[config.mk]
export PLATFORM = sky130hd
export DESIGN_NAME = crc_packet_deframer_dispatch
export DESIGN_NICKNAME = d
export VERILOG_FILES = /design/src/rtl/cpd_pkg.sv /design/src/rtl/cpd_frame_fsm.sv /design/src/rtl/cpd_out_stage.sv /design/src/rtl/crc_packet_deframer_dispatch.sv
export SDC_FILE = /design/constraint.sdc
export NUM_CORES = 1
export LEC_CHECK = 0
export BUFFER_PORTS_ARGS = -buffer_cell sky130_fd_sc_hd__buf_2
export CAP_MARGIN = 30
export CORE_ASPECT_RATIO = 0.75
export CORE_UTILIZATION = 55
export DETAILED_ROUTE_END_ITERATION = 7
export GPL_ROUTABILITY_DRIVEN = 0
export GPL_TIMING_DRIVEN = 1
export HOLD_SLACK_MARGIN = 0.15
export PLACE_DENSITY_LB_ADDON = 0.2
export SYNTH_ARGS = -nofsm -noshare
export SYNTH_HDL_FRONTEND = slang
export SYNTH_SLANG_ARGS = --single-unit
[constraint.sdc]
create_clock -name clk -period 2.9 [get_ports clk]
set_input_delay 0.58 -clock clk [delete_from_list [all_inputs] [get_ports clk]]
set_output_delay 0.58 -clock clk [all_outputs]
set_load 0.03 [all_outputs]
[src/rtl/cpd_pkg.sv]
package cpd_pkg;

    // register indexes on the configuration port
    localparam int unsigned CFG_IDX_W = 3;
    localparam int unsigned CFG_DATA_W = 16;

    localparam logic [CFG_IDX_W-1:0] REG_HEADER_FIRST     = 3'd0;
    localparam logic [CFG_IDX_W-1:0] REG_HEADER_SECOND    = 3'd1;
    localparam logic [CFG_IDX_W-1:0] REG_MAX_PAYLOAD      = 3'd2;
    localparam logic [CFG_IDX_W-1:0] REG_CRC_INIT         = 3'd3;
    localparam logic [CFG_IDX_W-1:0] REG_CODE_GET_STATE   = 3'd4;
    localparam logic [CFG_IDX_W-1:0] REG_CODE_RESET       = 3'd5;
    localparam logic [CFG_IDX_W-1:0] REG_CODE_GET_VERSION = 3'd6;

    // reset values of the configuration registers
    localparam logic [7:0]  HEADER_FIRST_RST     = 8'h00;
    localparam logic [7:0]  HEADER_SECOND_RST    = 8'h00;
    localparam logic [15:0] MAX_PAYLOAD_RST      = 16'd1024;
    localparam logic [15:0] CRC_INIT_RST         = 16'hFFFF;
    localparam logic [7:0]  CODE_GET_STATE_RST   = 8'd0;
    localparam logic [7:0]  CODE_RESET_RST       = 8'd1;
    localparam logic [7:0]  CODE_GET_VERSION_RST = 8'd2;

    localparam logic [15:0] CRC_POLY = 16'h1021;

    typedef enum logic [2:0] {
        PH_HDR_FIRST  = 3'd0,
        PH_HDR_SECOND = 3'd1,
        PH_LEN_LO     = 3'd2,
        PH_LEN_HI     = 3'd3,
        PH_PAYLOAD    = 3'd4,
        PH_CRC_LO     = 3'd5,
        PH_CRC_HI     = 3'd6
    } phase_t;

    typedef enum logic [1:0] {
        KIND_GET_STATE   = 2'd0,
        KIND_RESET       = 2'd1,
        KIND_GET_VERSION = 2'd2,
        KIND_NONE        = 2'd3
    } cmd_kind_t;

    typedef enum logic [1:0] {
        ERR_NONE    = 2'd0,
        ERR_SHORT   = 2'd1,
        ERR_INVALID = 2'd2
    } err_kind_t;

    typedef struct packed {
        logic [7:0]  header_first;
        logic [7:0]  header_second;
        logic [15:0] max_payload;
        logic [15:0] crc_init;
        logic [7:0]  code_get_state;
        logic [7:0]  code_reset;
        logic [7:0]  code_get_version;
    } cpd_cfg_t;

    typedef struct packed {
        logic [7:0]  command_id;
        cmd_kind_t   command_kind;
        logic        accepted;
        err_kind_t   error_kind;
        logic [15:0] frame_length;
    } cpd_result_t;

    // crc-16, poly 0x1021, msb first, one byte
    function automatic logic [15:0] crc16_byte(input logic [15:0] crc, input logic [7:0] b);
        logic [15:0] c;
        c = crc ^ {b, 8'h00};
        for (int i = 0; i < 8; i++) begin
            if (c[15])
                c = {c[14:0], 1'b0} ^ CRC_POLY;
            else
                c = {c[14:0], 1'b0};
        end
        return c;
    endfunction

endpackage

[src/rtl/cpd_frame_fsm.sv]
module cpd_frame_fsm
(
    input  logic                 clk,
    input  logic                 rst_n,
    input  logic                 step,
    input  logic [7:0]           data,
    input  cpd_pkg::cpd_cfg_t    cfg,
    output logic                 res_valid,
    output cpd_pkg::cpd_result_t res
);

    cpd_pkg::phase_t phase_reg, phase_next;
    logic [15:0] len_reg, len_next;
    logic [15:0] cnt_reg, cnt_next;
    logic [15:0] crc_reg, crc_next;
    logic [7:0]  crc_lo_reg, crc_lo_next;
    logic [7:0]  id_reg, id_next;
    logic [7:0]  type_reg, type_next;

    logic [15:0] crc_upd;
    logic [15:0] len_full;
    logic [15:0] cnt_inc;

    always_ff @(posedge clk or negedge rst_n)
    begin
        if (!rst_n)
        begin
            phase_reg  <= cpd_pkg::PH_HDR_FIRST;
            len_reg    <= '0;
            cnt_reg    <= '0;
            crc_reg    <= cpd_pkg::CRC_INIT_RST;
            crc_lo_reg <= '0;
            id_reg     <= '0;
            type_reg   <= '0;
        end
        else if (step)
        begin
            phase_reg  <= phase_next;
            len_reg    <= len_next;
            cnt_reg    <= cnt_next;
            crc_reg    <= crc_next;
            crc_lo_reg <= crc_lo_next;
            id_reg     <= id_next;
            type_reg   <= type_next;
        end
    end

    assign crc_upd  = cpd_pkg::crc16_byte(crc_reg, data);
    assign len_full = {data, len_reg[7:0]};
    assign cnt_inc  = cnt_reg + 16'd1;

    always_comb
    begin
        phase_next  = phase_reg;
        len_next    = len_reg;
        cnt_next    = cnt_reg;
        crc_next    = crc_reg;
        crc_lo_next = crc_lo_reg;
        id_next     = id_reg;
        type_next   = type_reg;
        res_valid   = 1'b0;
        res         = '{command_id: 8'h00, command_kind: cpd_pkg::KIND_NONE,
                        accepted: 1'b0, error_kind: cpd_pkg::ERR_SHORT,
                        frame_length: len_reg};

        unique case (phase_reg)
            cpd_pkg::PH_HDR_SECOND:
            begin
                if (data == cfg.header_second)
                begin
                    crc_next   = cfg.crc_init;
                    phase_next = cpd_pkg::PH_LEN_LO;
                end
                else if (data == cfg.header_first)
                    phase_next = cpd_pkg::PH_HDR_SECOND;
                else
                    phase_next = cpd_pkg::PH_HDR_FIRST;
            end
            cpd_pkg::PH_LEN_LO:
            begin
                len_next   = {8'h00, data};
                crc_next   = crc_upd;
                phase_next = cpd_pkg::PH_LEN_HI;
            end
            cpd_pkg::PH_LEN_HI:
            begin
                len_next = len_full;
                crc_next = crc_upd;
                if (len_full == 16'd0 || len_full > cfg.max_payload)
                    phase_next = cpd_pkg::PH_HDR_FIRST;
                else
                begin
                    cnt_next   = '0;
                    phase_next = cpd_pkg::PH_PAYLOAD;
                end
            end
            cpd_pkg::PH_PAYLOAD:
            begin
                if (cnt_reg == 16'd0)
                    id_next = data;
                else if (cnt_reg == 16'd1)
                    type_next = data;
                crc_next = crc_upd;
                cnt_next = cnt_inc;
                if (cnt_inc >= len_reg)
                    phase_next = cpd_pkg::PH_CRC_LO;
            end
            cpd_pkg::PH_CRC_LO:
            begin
                crc_lo_next = data;
                phase_next  = cpd_pkg::PH_CRC_HI;
            end
            cpd_pkg::PH_CRC_HI:
            begin
                phase_next = cpd_pkg::PH_HDR_FIRST;
                res_valid  = ({data, crc_lo_reg} == crc_reg);
                if (len_reg >= 16'd2)
                begin
                    res.command_id = id_reg;
                    res.accepted   = 1'b1;
                    res.error_kind = cpd_pkg::ERR_NONE;
                    // lower code registers win on overlap
                    if (type_reg == cfg.code_get_state)
                        res.command_kind = cpd_pkg::KIND_GET_STATE;
                    else if (type_reg == cfg.code_reset)
                        res.command_kind = cpd_pkg::KIND_RESET;
                    else if (type_reg == cfg.code_get_version)
                        res.command_kind = cpd_pkg::KIND_GET_VERSION;
                    else
                    begin
                        res.accepted   = 1'b0;
                        res.error_kind = cpd_pkg::ERR_INVALID;
                    end
                end
            end
            default:
            begin
                // first header hunt, also the unused phase code
                if (data == cfg.header_first)
                    phase_next = cpd_pkg::PH_HDR_SECOND;
                else
                    phase_next = cpd_pkg::PH_HDR_FIRST;
            end
        endcase
    end

endmodule

[src/rtl/cpd_out_stage.sv]
module cpd_out_stage
(
    input  logic                 clk,
    input  logic                 rst_n,
    input  logic                 load,
    input  cpd_pkg::cpd_result_t load_data,
    output logic                 free,
    output logic                 out_valid,
    input  logic                 out_ready,
    output cpd_pkg::cpd_result_t out_data
);

    logic                 vld_reg, vld_next;
    cpd_pkg::cpd_result_t data_reg;

    assign free = !vld_reg || out_ready;

    always_comb
    begin
        vld_next = vld_reg;
        if (free)
            vld_next = load;
    end

    always_ff @(posedge clk or negedge rst_n)
    begin
        if (!rst_n)
            vld_reg <= 1'b0;
        else
            vld_reg <= vld_next;
    end

    always_ff @(posedge clk)
    begin
        if (free && load)
            data_reg <= load_data;
    end

    assign out_valid = vld_reg;
    assign out_data  = data_reg;

endmodule

[src/rtl/crc_packet_deframer_dispatch.sv]
// channel  | direction | handshake            | payload
// ---------+-----------+----------------------+--------------------------------------------
// in       | input     | in_valid / in_ready  | rx_byte
// out      | output    | out_valid / out_ready| command_id, command_kind, accepted,
//          |           |                      | error_kind, frame_length
// cfg      | input     | cfg_wr_en            | cfg_addr, cfg_wdata
//
// one byte per cycle sustained while the output is not stalled: a beat is held in the
// input register, then the parser state, byte-wide crc update and dispatch decode settle
// into the output register; most bytes produce no out beat
// reset clears the config registers to their defaults and the parser to header hunt
// a stalled out beat only holds the pipe when the input register also holds a byte
module crc_packet_deframer_dispatch
(
    input  logic                             clk,
    input  logic                             rst_n,

    input  logic                             in_valid,
    output logic                             in_ready,
    input  logic [7:0]                       rx_byte,

    output logic                             out_valid,
    input  logic                             out_ready,
    output logic [7:0]                       command_id,
    output logic [1:0]                       command_kind,
    output logic                             accepted,
    output logic [1:0]                       error_kind,
    output logic [15:0]                      frame_length,

    input  logic                             cfg_wr_en,
    input  logic [cpd_pkg::CFG_IDX_W-1:0]    cfg_addr,
    input  logic [cpd_pkg::CFG_DATA_W-1:0]   cfg_wdata
);

    // configuration registers
    cpd_pkg::cpd_cfg_t cfg_reg;

    always_ff @(posedge clk or negedge rst_n)
    begin
        if (!rst_n)
        begin
            cfg_reg.header_first     <= cpd_pkg::HEADER_FIRST_RST;
            cfg_reg.header_second    <= cpd_pkg::HEADER_SECOND_RST;
            cfg_reg.max_payload      <= cpd_pkg::MAX_PAYLOAD_RST;
            cfg_reg.crc_init         <= cpd_pkg::CRC_INIT_RST;
            cfg_reg.code_get_state   <= cpd_pkg::CODE_GET_STATE_RST;
            cfg_reg.code_reset       <= cpd_pkg::CODE_RESET_RST;
            cfg_reg.code_get_version <= cpd_pkg::CODE_GET_VERSION_RST;
        end
        else if (cfg_wr_en)
        begin
            unique case (cfg_addr)
                cpd_pkg::REG_HEADER_FIRST:     cfg_reg.header_first     <= cfg_wdata[7:0];
                cpd_pkg::REG_HEADER_SECOND:    cfg_reg.header_second    <= cfg_wdata[7:0];
                cpd_pkg::REG_MAX_PAYLOAD:      cfg_reg.max_payload      <= cfg_wdata;
                cpd_pkg::REG_CRC_INIT:         cfg_reg.crc_init         <= cfg_wdata;
                cpd_pkg::REG_CODE_GET_STATE:   cfg_reg.code_get_state   <= cfg_wdata[7:0];
                cpd_pkg::REG_CODE_RESET:       cfg_reg.code_reset       <= cfg_wdata[7:0];
                cpd_pkg::REG_CODE_GET_VERSION: cfg_reg.code_get_version <= cfg_wdata[7:0];
                default:                       ;  // unused index, write dropped
            endcase
        end
    end

    // input register
    logic       in_vld_reg, in_vld_next;
    logic [7:0] in_byte_reg;
    logic       advance;
    logic       out_free;

    // the held byte moves on when the output register has room for a possible result
    assign advance  = in_vld_reg && out_free;
    assign in_ready = !in_vld_reg || advance;

    always_comb
    begin
        in_vld_next = in_vld_reg;
        if (in_ready)
            in_vld_next = in_valid;
    end

    always_ff @(posedge clk or negedge rst_n)
    begin
        if (!rst_n)
            in_vld_reg <= 1'b0;
        else
            in_vld_reg <= in_vld_next;
    end

    always_ff @(posedge clk)
    begin
        if (in_valid && in_ready)
            in_byte_reg <= rx_byte;
    end

    // frame parser, crc and dispatch decode
    logic                 res_valid;
    cpd_pkg::cpd_result_t res;

    cpd_frame_fsm u_fsm
    (
        .clk       (clk),
        .rst_n     (rst_n),
        .step      (advance),
        .data      (in_byte_reg),
        .cfg       (cfg_reg),
        .res_valid (res_valid),
        .res       (res)
    );

    // output register
    cpd_pkg::cpd_result_t out_data;

    cpd_out_stage u_out
    (
        .clk       (clk),
        .rst_n     (rst_n),
        .load      (advance && res_valid),
        .load_data (res),
        .free      (out_free),
        .out_valid (out_valid),
        .out_ready (out_ready),
        .out_data  (out_data)
    );

    assign command_id   = out_data.command_id;
    assign command_kind = out_data.command_kind;
    assign accepted     = out_data.accepted;
    assign error_kind   = out_data.error_kind;
    assign frame_length = out_data.frame_length;

    // status ok exactly when no error is flagged
    a_acc_err: assert property (@(posedge clk) disable iff (!rst_n)
        out_valid |-> (accepted == (error_kind == cpd_pkg::ERR_NONE)))
        else $error("accepted and error_kind disagree");

    // an accepted frame always names a known command
    a_acc_kind: assert property (@(posedge clk) disable iff (!rst_n)
        out_valid && accepted |-> (command_kind != cpd_pkg::KIND_NONE))
        else $error("accepted frame with unknown command kind");

    // zero-length frames never reach dispatch
    a_len_nz: assert property (@(posedge clk) disable iff (!rst_n)
        out_valid |-> (frame_length != 16'd0))
        else $error("dispatch with zero frame length");

    // a full input register facing a stalled output must back-pressure
    a_bp: assert property (@(posedge clk) disable iff (!rst_n)
        in_vld_reg && out_valid && !out_ready |-> !in_ready)
        else $error("input taken while pipe is blocked");

endmodule
==> parameters.txt, run 1 <==
Parameter                              Value

Status
  Run status    finished, violations left
  Violated checks    DRC, setup timing

Global route
  Overall track demand over capacity in global routing    26.38%
  Overflow left after global routing    0
  Antenna violations before repair    0
  Wire length of the first global-routing pass    34.82 mm
  Via count of the first global-routing pass    6396
  Largest net degree at the start of global routing    73

STA
  Hold Worst Slack    158.8 ps
  Final setup violation count    2
  Count of final hold-check violations    0
  Tightest Pin Transition    924.2 ps
  Unrepaired setup endpoints after global routing    yes
  Slew headroom    38.06%
  Setup skew after layout    14.89 ps
  Number of pins exceeding their max-slew limit in the final report    0
  Worst path setup slack after routing    -46.49 ps
  Part of the cycle the worst path needs    101.6%
  Setup_tns    -50.41 ps
  Period minus WS final    2946 ps
  Fmax    0.3394 GHz

Drt
  Count of antenna-violating nets left after detailed routing    0
  Iteration count of the initial detailed-routing pass    7
  Post-route DRC violation count    4
  DRC violation total after the first TritonRoute iteration    456
  DRT Wirelength    21.39 mm
  Vias per cell    5.792
  Number of vias after detailed routing    6221
  Post-detailed-route wirelength per cell    19.91 µm

Worst setup path
  End of the worst register-to-register path    u_fsm.phase_reg[1]
  Arr. time, crit path    3260 ps
  Setup slack, reg-to-reg    -50 ps
  Worst-case reg-to-reg path depth    12
  Beginning of the worst register-to-register path    u_fsm.cnt_reg[1]
  Nature of the critical path endpoint    register
  Largest fanout of any net on the critical path    4
  Crit path buf inv count    1
  Worst-path cell chain    buf_6 > and3_1 > and3_1 > and3_4 > xor2_2 > ha_1 > a211o_1 > a211oi_4 > nand4_1 > o2bb2ai_4 > nor3_2 > o22a_1
  CP Data Required Time    3210 ps
  Most used cell, CP    sky130_fd_sc_hd__and3_1
  Delay of the slowest cell on the worst path    400 ps
  Cell family with the largest share of critical-path delay    compound AO/OA/AOI/OAI gates
  Class of the most critical setup path    register to register
  Library cell contributing the largest single delay on the critical path    sky130_fd_sc_hd__dfrtp_1
  Kind of start point of the critical path    register

Die
  Die Footprint    0.01746 mm²
  Core region area    0.01627 mm²
  Y dimension of the die    114.7 µm
  Initial cell density of the core    57.24%
  Horizontal extent of the die    152.2 µm
  Ports placed on the boundary    63
  Placement Rows    40

Final layout
  Most common cell after layout, fill and taps aside    sky130_fd_sc_hd__dfrtp_1
  Final Instance Area    0.01061 mm²
  Area of all sequential standard cells    0.004886 mm²
  Number of filler cells placed in the layout    1224
  Net count of the finished layout    918
  Antenna cell count    0
  Area taken by multi-input logic gates    0.004121 mm²
  Most frequent cells in the layout    112 x sky130_fd_sc_hd__dfrtp_1, 97 x sky130_fd_sc_hd__mux2_2, 64 x sky130_fd_sc_hd__nand2_1
  Area grow syn2layout    14.00%
  Ratio of cells with drive above 1 in the final layout    34.84%
  Flip-flop count of the largest register, all copies and words added    72

Logic synthesis
  Cells after Synth    766
  Number of distinct library cells after synthesis    59
  Number of flops mapped to enable cells by yosys    37
  Cell area after synthesis    0.009310 mm²
  Avg Inst Size Synth    12.15 µm²
  Post-Syn Nets    833
  Sequential element share of the synthesized area    52.45%
  Post-synthesis register bit count    186
  Main flop type after synthesis    sky130_fd_sc_hd__dfrtp_1
  Count of warnings emitted by yosys    0
  Share of async-settable or async-resettable flops after synthesis    80.11%

Power and ir drop
  Leakage    4.745 nW
  Maximum resistive drop on vdd    0.4167 mV
  Power after layout    6.203 mW
  Pwr dens    584.5 mW/mm²

Clock network
  Sinks on Clock Net    186
  TritonCTS clock tree    done
  Post-CTS Hold Fix Bufs    0
  Clock buffer count from CTS    17
  Clk slew on worst S/H paths    70 ps
  Buffer cell driving the clock tree root    sky130_fd_sc_hd__clkbuf_16
  H-Tree Depth    4
  Later-pin clock latency in the skew report    430 ps
  Largest buffer count on any clock path    2

Min path
  Worst hold path class    primary input to async pin

Place
  HPWL after detailed placement    14.96 mm
  Dpl cell area    0.009905 mm²
  Port-buffer cells    62

Job
  Max-cap violations    0
synthesized netlist by cell type (3+ instances only):
master,instances,area share (%)
sky130_fd_sc_hd__a211oi_1,3,0.24
sky130_fd_sc_hd__a21oi_1,10,0.54
sky130_fd_sc_hd__a22o_1,8,0.75
sky130_fd_sc_hd__a31oi_1,5,0.34
sky130_fd_sc_hd__and2_1,14,0.94
sky130_fd_sc_hd__and3_1,9,0.60
sky130_fd_sc_hd__buf_2,6,0.32
sky130_fd_sc_hd__buf_4,5,0.40
sky130_fd_sc_hd__buf_6,8,0.97
sky130_fd_sc_hd__clkbuf_1,15,0.60
sky130_fd_sc_hd__dfrtp_1,114,31
sky130_fd_sc_hd__dfstp_2,35,9.9
sky130_fd_sc_hd__edfxtp_1,37,12
sky130_fd_sc_hd__ha_1,35,4.7
sky130_fd_sc_hd__inv_1,37,1.5
sky130_fd_sc_hd__mux2_2,97,12
sky130_fd_sc_hd__mux2_4,10,1.6
sky130_fd_sc_hd__nand2_1,64,2.6
sky130_fd_sc_hd__nand2b_1,3,0.20
sky130_fd_sc_hd__nand3_1,10,0.54
sky130_fd_sc_hd__nand4_1,18,1.2
sky130_fd_sc_hd__nand4b_1,4,0.38
sky130_fd_sc_hd__nor2_1,17,0.69
sky130_fd_sc_hd__nor2b_1,3,0.20
sky130_fd_sc_hd__nor3_1,5,0.27
sky130_fd_sc_hd__nor3_2,3,0.32
sky130_fd_sc_hd__nor4_1,9,0.60
sky130_fd_sc_hd__o21ai_0,51,2.7
sky130_fd_sc_hd__o31ai_1,8,0.65
sky130_fd_sc_hd__or2_2,4,0.27
sky130_fd_sc_hd__xnor2_1,58,5.5
sky130_fd_sc_hd__xor2_1,28,2.6
through the flow:
step | worst slack, ps | std cells | util [%]
after floorplan | 11.20 | 766 | -
after global placement | 104.6 | 1031 | 60.85
after detailed placement | -22.06 | 1032 | 60.89
after CTS | 3.080 | 1066 | 64.55
after global routing | -163.7 | 1074 | 65.25
final | -46.49 | 1074 | 65.25
final cells by class:
cell class | instances | area share, %
flip-flops and latches | 186 | 46.03
multi-input cells | 508 | 38.83
repair buffers | 101 | 5.894
clock buffers | 17 | 4.008
well taps | 210 | 2.476
clock inverters | 15 | 1.450
inverters | 37 | 1.309
power breakdown:
part,switching [mW],internal [mW]
registers,0.144,2.94
logic,0.426,0.388
clock network,1.09,1.22
worst max path at each step:
stage / from / endpoint / slack (ps) / cells past startpoint
global placement: u_fsm.cnt_reg[1] / u_fsm.phase_reg[1] / 100 / 12
CTS: u_fsm.cnt_reg[9] / u_fsm.phase_reg[1] / 3 / 12
global route: u_fsm.cnt_reg[1] / u_fsm.phase_reg[1] / -160 / 12
floorplan: u_fsm.cnt_reg[0] / u_fsm.phase_reg[1] / 10 / 13
finish: u_fsm.cnt_reg[1] / u_fsm.phase_reg[1] / -50 / 12
detailed placement: u_fsm.cnt_reg[1] / u_fsm.phase_reg[1] / -20 / 12
layer usage:
layer	routed length [µm]	up-vias	GRT usage, %
met5	0	-	0
met4	376	0	7.619
met3	1024	27	5.450
met2	9760	176	42.18
met1	10220	3152	36.64
li1	-	2866	-
cell families after synthesis:
logic type               synth area share, %
AND/OR/NAND/NOR                        10.19
flip-flops                             52.45
buffers and inverters                  3.951
XOR/XNOR                               8.090
adder cells (fa/ha/maj)                4.704
multiplexers                           13.34
AO/OA/AOI/OAI                          7.271
what timing repair did:
action	in CTS	in global routing
resized for setup	1	11
pin swaps	0	8
setup buffers	2	8
endpoints found under the setup margin	1	4
Power figures use the tool's default switching activity.
==> inputs of run 2 (changes only) <==
--- a/config.mk
+++ b/config.mk
@@ -14,6 +14,7 @@
 export GPL_TIMING_DRIVEN = 1
 export HOLD_SLACK_MARGIN = 0.15
 export PLACE_DENSITY_LB_ADDON = 0.2
+export REMOVE_ABC_BUFFERS = 1
 export SYNTH_ARGS = -nofsm -noshare
 export SYNTH_HDL_FRONTEND = slang
 export SYNTH_SLANG_ARGS = --single-unit
==> parameters.txt, run 2 (same netlist as run 1, synthesis figures left out) <==
Parameter                              Value

Clock network
  Largest buffer count on any clock path    2
  Later-pin clock latency in the skew report    440 ps
  Buffer cell driving the clock tree root    sky130_fd_sc_hd__clkbuf_16
  Clk slew on worst S/H paths    70 ps
  Sinks on Clock Net    186
  TritonCTS clock tree    done
  Clock buffer count from CTS    17
  H-Tree Depth    4

Drt
  DRC violation total after the first TritonRoute iteration    612
  Number of vias after detailed routing    6203
  DRT Wirelength    21.17 mm
  Iteration count of the initial detailed-routing pass    7
  Vias per cell    5.781
  Post-route DRC violation count    7
  Count of antenna-violating nets left after detailed routing    0
  Post-detailed-route wirelength per cell    19.73 µm

Worst setup path
  End of the worst register-to-register path    u_fsm.phase_reg[1]
  Nature of the critical path endpoint    register
  Class of the most critical setup path    register to register
  Cell family with the largest share of critical-path delay    simple AND/OR/NAND/NOR gates
  Arr. time, crit path    3140 ps
  Setup slack, reg-to-reg    80 ps
  CP Data Required Time    3220 ps
  Crit path buf inv count    0
  Kind of start point of the critical path    register
  Beginning of the worst register-to-register path    u_fsm.cnt_reg[2]
  Library cell contributing the largest single delay on the critical path    sky130_fd_sc_hd__dfrtp_2
  Largest fanout of any net on the critical path    6
  Worst-path cell chain    and3_1 > and3_1 > and3_4 > nand3_1 > xnor2_2 > ha_1 > o21a_1 > a211oi_2 > nand4_1 > o2bb2ai_2 > nor3_1 > o22a_1
  Delay of the slowest cell on the worst path    420 ps
  Worst-case reg-to-reg path depth    12
  Most used cell, CP    sky130_fd_sc_hd__and3_1

STA
  Slew headroom    48.27%
  Number of pins exceeding their max-slew limit in the final report    0
  Fmax    0.3544 GHz
  Period minus WS final    2822 ps
  Setup_tns    0 ps
  Worst path setup slack after routing    78.49 ps
  Tightest Pin Transition    771.7 ps
  Count of final hold-check violations    0
  Part of the cycle the worst path needs    97.29%
  Final setup violation count    0
  Setup skew after layout    10.73 ps

Final layout
  Area taken by multi-input logic gates    0.004091 mm²
  Most common cell after layout, fill and taps aside    sky130_fd_sc_hd__dfrtp_1
  Net count of the finished layout    917
  Ratio of cells with drive above 1 in the final layout    34.30%
  Flip-flop count of the largest register, all copies and words added    72
  Number of filler cells placed in the layout    1245
  Area grow syn2layout    13.78%
  Area of all sequential standard cells    0.004886 mm²
  Most frequent cells in the layout    112 x sky130_fd_sc_hd__dfrtp_1, 97 x sky130_fd_sc_hd__mux2_2, 64 x sky130_fd_sc_hd__nand2_1
  Antenna cell count    0

Die
  Die Footprint    0.01746 mm²
  Horizontal extent of the die    152.2 µm
  Y dimension of the die    114.7 µm
  Placement Rows    40
  Initial cell density of the core    57.24%
  Core region area    0.01627 mm²
  Ports placed on the boundary    63

Place
  Setup Slack @ Placement    65.22 ps
  HPWL after detailed placement    14.64 mm
  Port-buffer cells    62

Power and ir drop
  Combinational share of power    12.9%
  Power after layout    6.191 mW
  Switch share    26.49%
  Pwr dens    584.4 mW/mm²
  Leakage    4.763 nW
  Share of total power in sequential cells    49.9%
  Clock network fraction of design power    37.2%
  Internal power component    4.551 mW
  Switching power total    1.640 mW
  Maximum resistive drop on vdd    0.3652 mV

Global route
  Wire length of the first global-routing pass    33.93 mm
  Largest net degree at the start of global routing    64
  Antenna violations before repair    0
  Overflow left after global routing    0
  Overall track demand over capacity in global routing    25.61%
  Via count of the first global-routing pass    6239

Min path
  Worst Hold Path EP    in_byte_reg[4]
  Worst hold path class    primary input to register
  Worst hold stages    1
  Worst Hold Launch    rx_byte[4]

Job
  Max-cap violations    0

Status
  Run status    finished, violations left
  Violated checks    DRC
## run 2: power by group through the flow
stage,Clock [mW],Combinational [mW],Sequential (mW)
final,2.30,0.799,3.09
after global routing,2.44,0.890,3.12
after CTS,2.34,0.802,3.09
after detailed placement,0,0.791,3.13
after global placement,0,0.759,3.12
after floorplan,0,0.526,3.10
## run 2: layout make-up
type                            count  share of cell area, %
Clock buffer                       18                  4.051
Sequential cell                   186                  46.13
Clock inverter                     14                  1.465
Tap cell                          210                  2.481
Multi-Input combinational cell    508                  38.62
Inverter                           37                  1.311
Timing Repair Buffer              100                  5.941
## run 2: per-stage QoR
stage / utilization [%] / hold WS (ps) / std cells / area (µm²)
after floorplan: - / 284.4 / 731 / 9081
after global placement: 60.87 / 487.2 / 1031 / 9901
after detailed placement: 60.92 / 487.1 / 1032 / 9908
after CTS: 64.57 / 317.5 / 1065 / 10500
after global routing: 65.12 / 310.5 / 1073 / 10590
final: 65.12 / 326.6 / 1073 / 10590
## run 2: layer usage
| layer | up-vias | wire length (µm) | GRT usage [%] |
|---|---|---|---|
| met5 | - | 0 | 0 |
| met4 | 0 | 260 | 6.939 |
| met3 | 22 | 1279 | 5.413 |
| met2 | 201 | 9385 | 38.96 |
| met1 | 3110 | 10250 | 37.30 |
| li1 | 2870 | - | - |
## run 2: timing repair
action / 4_1_cts / 5_1_grt
endpoints found under the setup margin: 0 / 3
setup buffers: 0 / 8
gates resized for setup: 0 / 7
hold buffers: 1 / 0
hold endpoints to repair: 6 / 0
## run 2: worst max-delay path by stage
stage / from / end / slack, ps / cells past startpoint
after floorplan: cfg_addr[2] / cfg_reg[40] / 40 / 3
after global placement: u_fsm.cnt_reg[2] / u_fsm.phase_reg[1] / 210 / 12
after detailed placement: u_fsm.cnt_reg[2] / u_fsm.phase_reg[1] / 70 / 12
after CTS: u_fsm.cnt_reg[2] / u_fsm.phase_reg[2] / 30 / 13
after global routing: u_fsm.cnt_reg[8] / u_fsm.phase_reg[2] / -10 / 13
final: u_fsm.cnt_reg[2] / u_fsm.phase_reg[1] / 80 / 12
==> inputs of run 3 (changes only) <==
--- a/config.mk
+++ b/config.mk
@@ -17,4 +17,5 @@
 export REMOVE_ABC_BUFFERS = 1
 export SYNTH_ARGS = -nofsm -noshare
 export SYNTH_HDL_FRONTEND = slang
+export SYNTH_HIERARCHICAL = 1
 export SYNTH_SLANG_ARGS = --single-unit
==> parameters.txt, run 3 <==
Parameter                              Value

Logic synthesis
  Sequential element share of the synthesized area    52.19%
  Number of flops mapped to enable cells by yosys    37
  Most numerous cell types in the synthesized netlist    114 x sky130_fd_sc_hd__dfrtp_1, 95 x sky130_fd_sc_hd__mux2_2, 57 x sky130_fd_sc_hd__xnor2_1
  Cell area after synthesis    0.009358 mm²
  Avg Inst Size Synth    12.07 µm²
  Share of async-settable or async-resettable flops after synthesis    80.11%
  Largest area contributor in the netlist    sky130_fd_sc_hd__dfrtp_1
  Synth Area in Simple Gates    10.87%
  Count of warnings emitted by yosys    6
  Main flop type after synthesis    sky130_fd_sc_hd__dfrtp_1
  Compound-cell area share of the yosys netlist    7.113%
  Mux cell area share after synthesis    13.04%
  Arithmetic-cell share of the synthesized area counting full adders, half adders and majority gates    4.680%
  Dominant combinational cell family by area after synthesis    multiplexers
  Most instantiated library cell after synthesis    sky130_fd_sc_hd__dfrtp_1
  Post-synthesis register bit count    186
  Fraction of synthesized cell area in xor and xnor cells    8.143%
  Synth top area share    30.49%
  Number of distinct library cells after synthesis    65
  Cells after Synth    775
  Most area-consuming cells after synthesis    sky130_fd_sc_hd__dfrtp_1 30%, sky130_fd_sc_hd__edfxtp_1 12%, sky130_fd_sc_hd__mux2_2 11%

Drt
  Count of antenna-violating nets left after detailed routing    0
  Iteration count of the initial detailed-routing pass    8
  DRT Wirelength    21.52 mm
  DRC violation total after the first TritonRoute iteration    488
  Post-detailed-route wirelength per cell    20.06 µm
  Vias per cell    5.759
  Number of vias after detailed routing    6179
  Post-route DRC violation count    7

Worst setup path
  Cell family with the largest share of critical-path delay    simple AND/OR/NAND/NOR gates
  Count of cell instances traversed by the critical path    12
  Kind of start point of the critical path    register
  Worst-path cell chain    and3_1 > nand3_1 > nor2_1 > nand3_1 > xnor2_2 > ha_1 > o21a_1 > a211oi_2 > nand3_1 > o21ai_2 > nand2b_1 > o22ai_1
  Delay of the slowest cell on the worst path    440 ps
  Most used cell, CP    sky130_fd_sc_hd__nand3_1
  CP Data Required Time    3200 ps
  Worst-case reg-to-reg path depth    12
  Library cell contributing the largest single delay on the critical path    sky130_fd_sc_hd__dfrtp_1
  Arr. time, crit path    2990 ps
  Crit path buf inv count    0
  Largest fanout of any net on the critical path    5
  Class of the most critical setup path    register to register
  Nature of the critical path endpoint    register

Clock network
  Buffer cell driving the clock tree root    sky130_fd_sc_hd__clkbuf_16
  Later-pin clock latency in the skew report    430 ps
  Sinks on Clock Net    186
  Clock buffer count from CTS    17
  H-Tree Depth    4
  Largest buffer count on any clock path    2
  Clk slew on worst S/H paths    60 ps
  TritonCTS clock tree    done

Power and ir drop
  Pwr dens    620.4 mW/mm²
  Combinational share of power    17.5%
  Maximum resistive drop on vdd    0.3796 mV
  Switch share    27.14%
  Leakage    4.581 nW
  Share of total power in sequential cells    49.6%
  Switching power total    1.777 mW
  Power after layout    6.546 mW
  Internal power component    4.769 mW
  Clock network fraction of design power    32.9%

Final layout
  Most frequent cells in the layout    111 x sky130_fd_sc_hd__dfrtp_1, 95 x sky130_fd_sc_hd__mux2_2, 61 x sky130_fd_sc_hd__buf_2
  Antenna cell count    0
  Area of all sequential standard cells    0.004887 mm²
  Number of filler cells placed in the layout    1249
  Final Instance Area    0.01055 mm²
  Area taken by multi-input logic gates    0.004144 mm²
  Ratio of cells with drive above 1 in the final layout    34.41%
  Net count of the finished layout    917
  Flip-flop count of the largest register, all copies and words added    72
  Area grow syn2layout    12.76%
  Most common cell after layout, fill and taps aside    sky130_fd_sc_hd__dfrtp_1

Global route
  Overflow left after global routing    0
  Via count of the first global-routing pass    6346
  Largest net degree at the start of global routing    54
  Overall track demand over capacity in global routing    26.12%
  Wire length of the first global-routing pass    34.64 mm
  Antenna violations before repair    0

Status
  Violated checks    DRC
  Run status    finished, violations left

Place
  Setup Slack @ Placement    2.685 ps
  HPWL after detailed placement    15.19 mm
  Port-buffer cells    62
  Dpl cell area    0.009950 mm²

Min path
  Worst hold stages    1
  Worst hold path class    primary input to register

Die
  Placement Rows    40
  Initial cell density of the core    57.35%
  Core region area    0.01632 mm²
  Die Footprint    0.01754 mm²
  Ports placed on the boundary    63
  Horizontal extent of the die    152.6 µm
  Y dimension of the die    115.0 µm

STA
  Worst path setup slack after routing    212.6 ps
  Slew headroom    57.30%
  Part of the cycle the worst path needs    92.67%
  Setup skew after layout    8.080 ps
  Unrepaired setup endpoints after global routing    no
  Final setup violation count    0
  Count of final hold-check violations    0
  Hold Worst Slack    324.6 ps
  Fmax    0.3721 GHz
  Tightest Pin Transition    640.5 ps
  Number of pins exceeding their max-slew limit in the final report    0
  Setup_tns    0 ps
  Period minus WS final    2687 ps

Job
  Max-cap violations    0
==> run 3: changes by cell type after synthesis, sizes merged, moves of 3 or more <==
cell	change
a31oi	-4
nand2b	+3
buf	+8
o21ai	-12
nor3	+4
a21oi	+18
and2	-3
nor2	+16
nand2	-17
clkbuf	-5
o31ai	-6
==> run 3: kinds of logic (layout without fill, tap and decap cells) <==
logic type,after synthesis,in the layout
AND/OR/NAND/NOR,181,181
flip-flops,186,186
adder cells (fa/ha/maj),35,35
AO/OA/AOI/OAI,104,104
XOR/XNOR,87,87
buffers and inverters,77,165
multiplexers,105,105
==> run 3: timing repair <==
item | 4_1_cts | 5_1_grt
resized for setup | 1 | 12
hold buffers | 1 | 0
cloned | 0 | 0
setup buffers | 0 | 1
hold endpoints to repair | 35 | 0
setup endpoints to repair | 2 | 3
pin swaps | 0 | 1
==> run 3: routing by layer <==
layer	up-vias	wire, µm	GRT usage (%)
li1	2883	-	-
met1	3091	10330	36.97
met2	178	9696	40.80
met3	27	1170	5.541
met4	0	328	7.946
met5	-	0	0
==> run 3: final cells by class <==
| class | instances | area share, % |
|---|---|---|
| Inverter | 39 | 1.387 |
| Tap cell | 210 | 2.490 |
| Multi-Input combinational cell | 512 | 39.27 |
| Clock inverter | 12 | 0.9724 |
| Clock buffer | 20 | 4.138 |
| Sequential cell | 186 | 46.32 |
| Timing Repair Buffer | 94 | 5.419 |
==> run 3: power by group through the flow <==
stage | clock network [mW] | registers (mW) | logic (mW)
4_1_cts | 2.18 | 3.25 | 1.14
2_1_floorplan | 0 | 3.23 | 0.775
6_report | 2.15 | 3.25 | 1.15
3_3_place_gp | 0 | 3.28 | 1.07
5_1_grt | 2.29 | 3.28 | 1.26
3_5_place_dp | 0 | 3.29 | 1.12
==> run 3: final timing paths <==
check | from | endpoint | slack (ps)
setup / recovery | u_fsm/cnt_reg[4] | u_fsm/phase_reg[0] | 210
hold / removal | rx_byte[4] | in_byte_reg[4] | 320
setup reg to reg | u_fsm/cnt_reg[4] | u_fsm/phase_reg[0] | 210
hold reg to reg | u_fsm/id_reg[6] | u_fsm/id_reg[6] | 500
max in group asynchronous | rst_n | u_fsm/crc_reg[1] | 1470
min in group asynchronous | rst_n | u_fsm/crc_lo_reg[6] | 680
==> run 3: per-stage QoR <==
stage                     util [%]  std cells
final                        64.67       1073
after global placement       60.98       1039
after detailed placement     60.98       1039
after global routing         64.67       1073
after CTS                    64.35       1072
after floorplan                  -        737
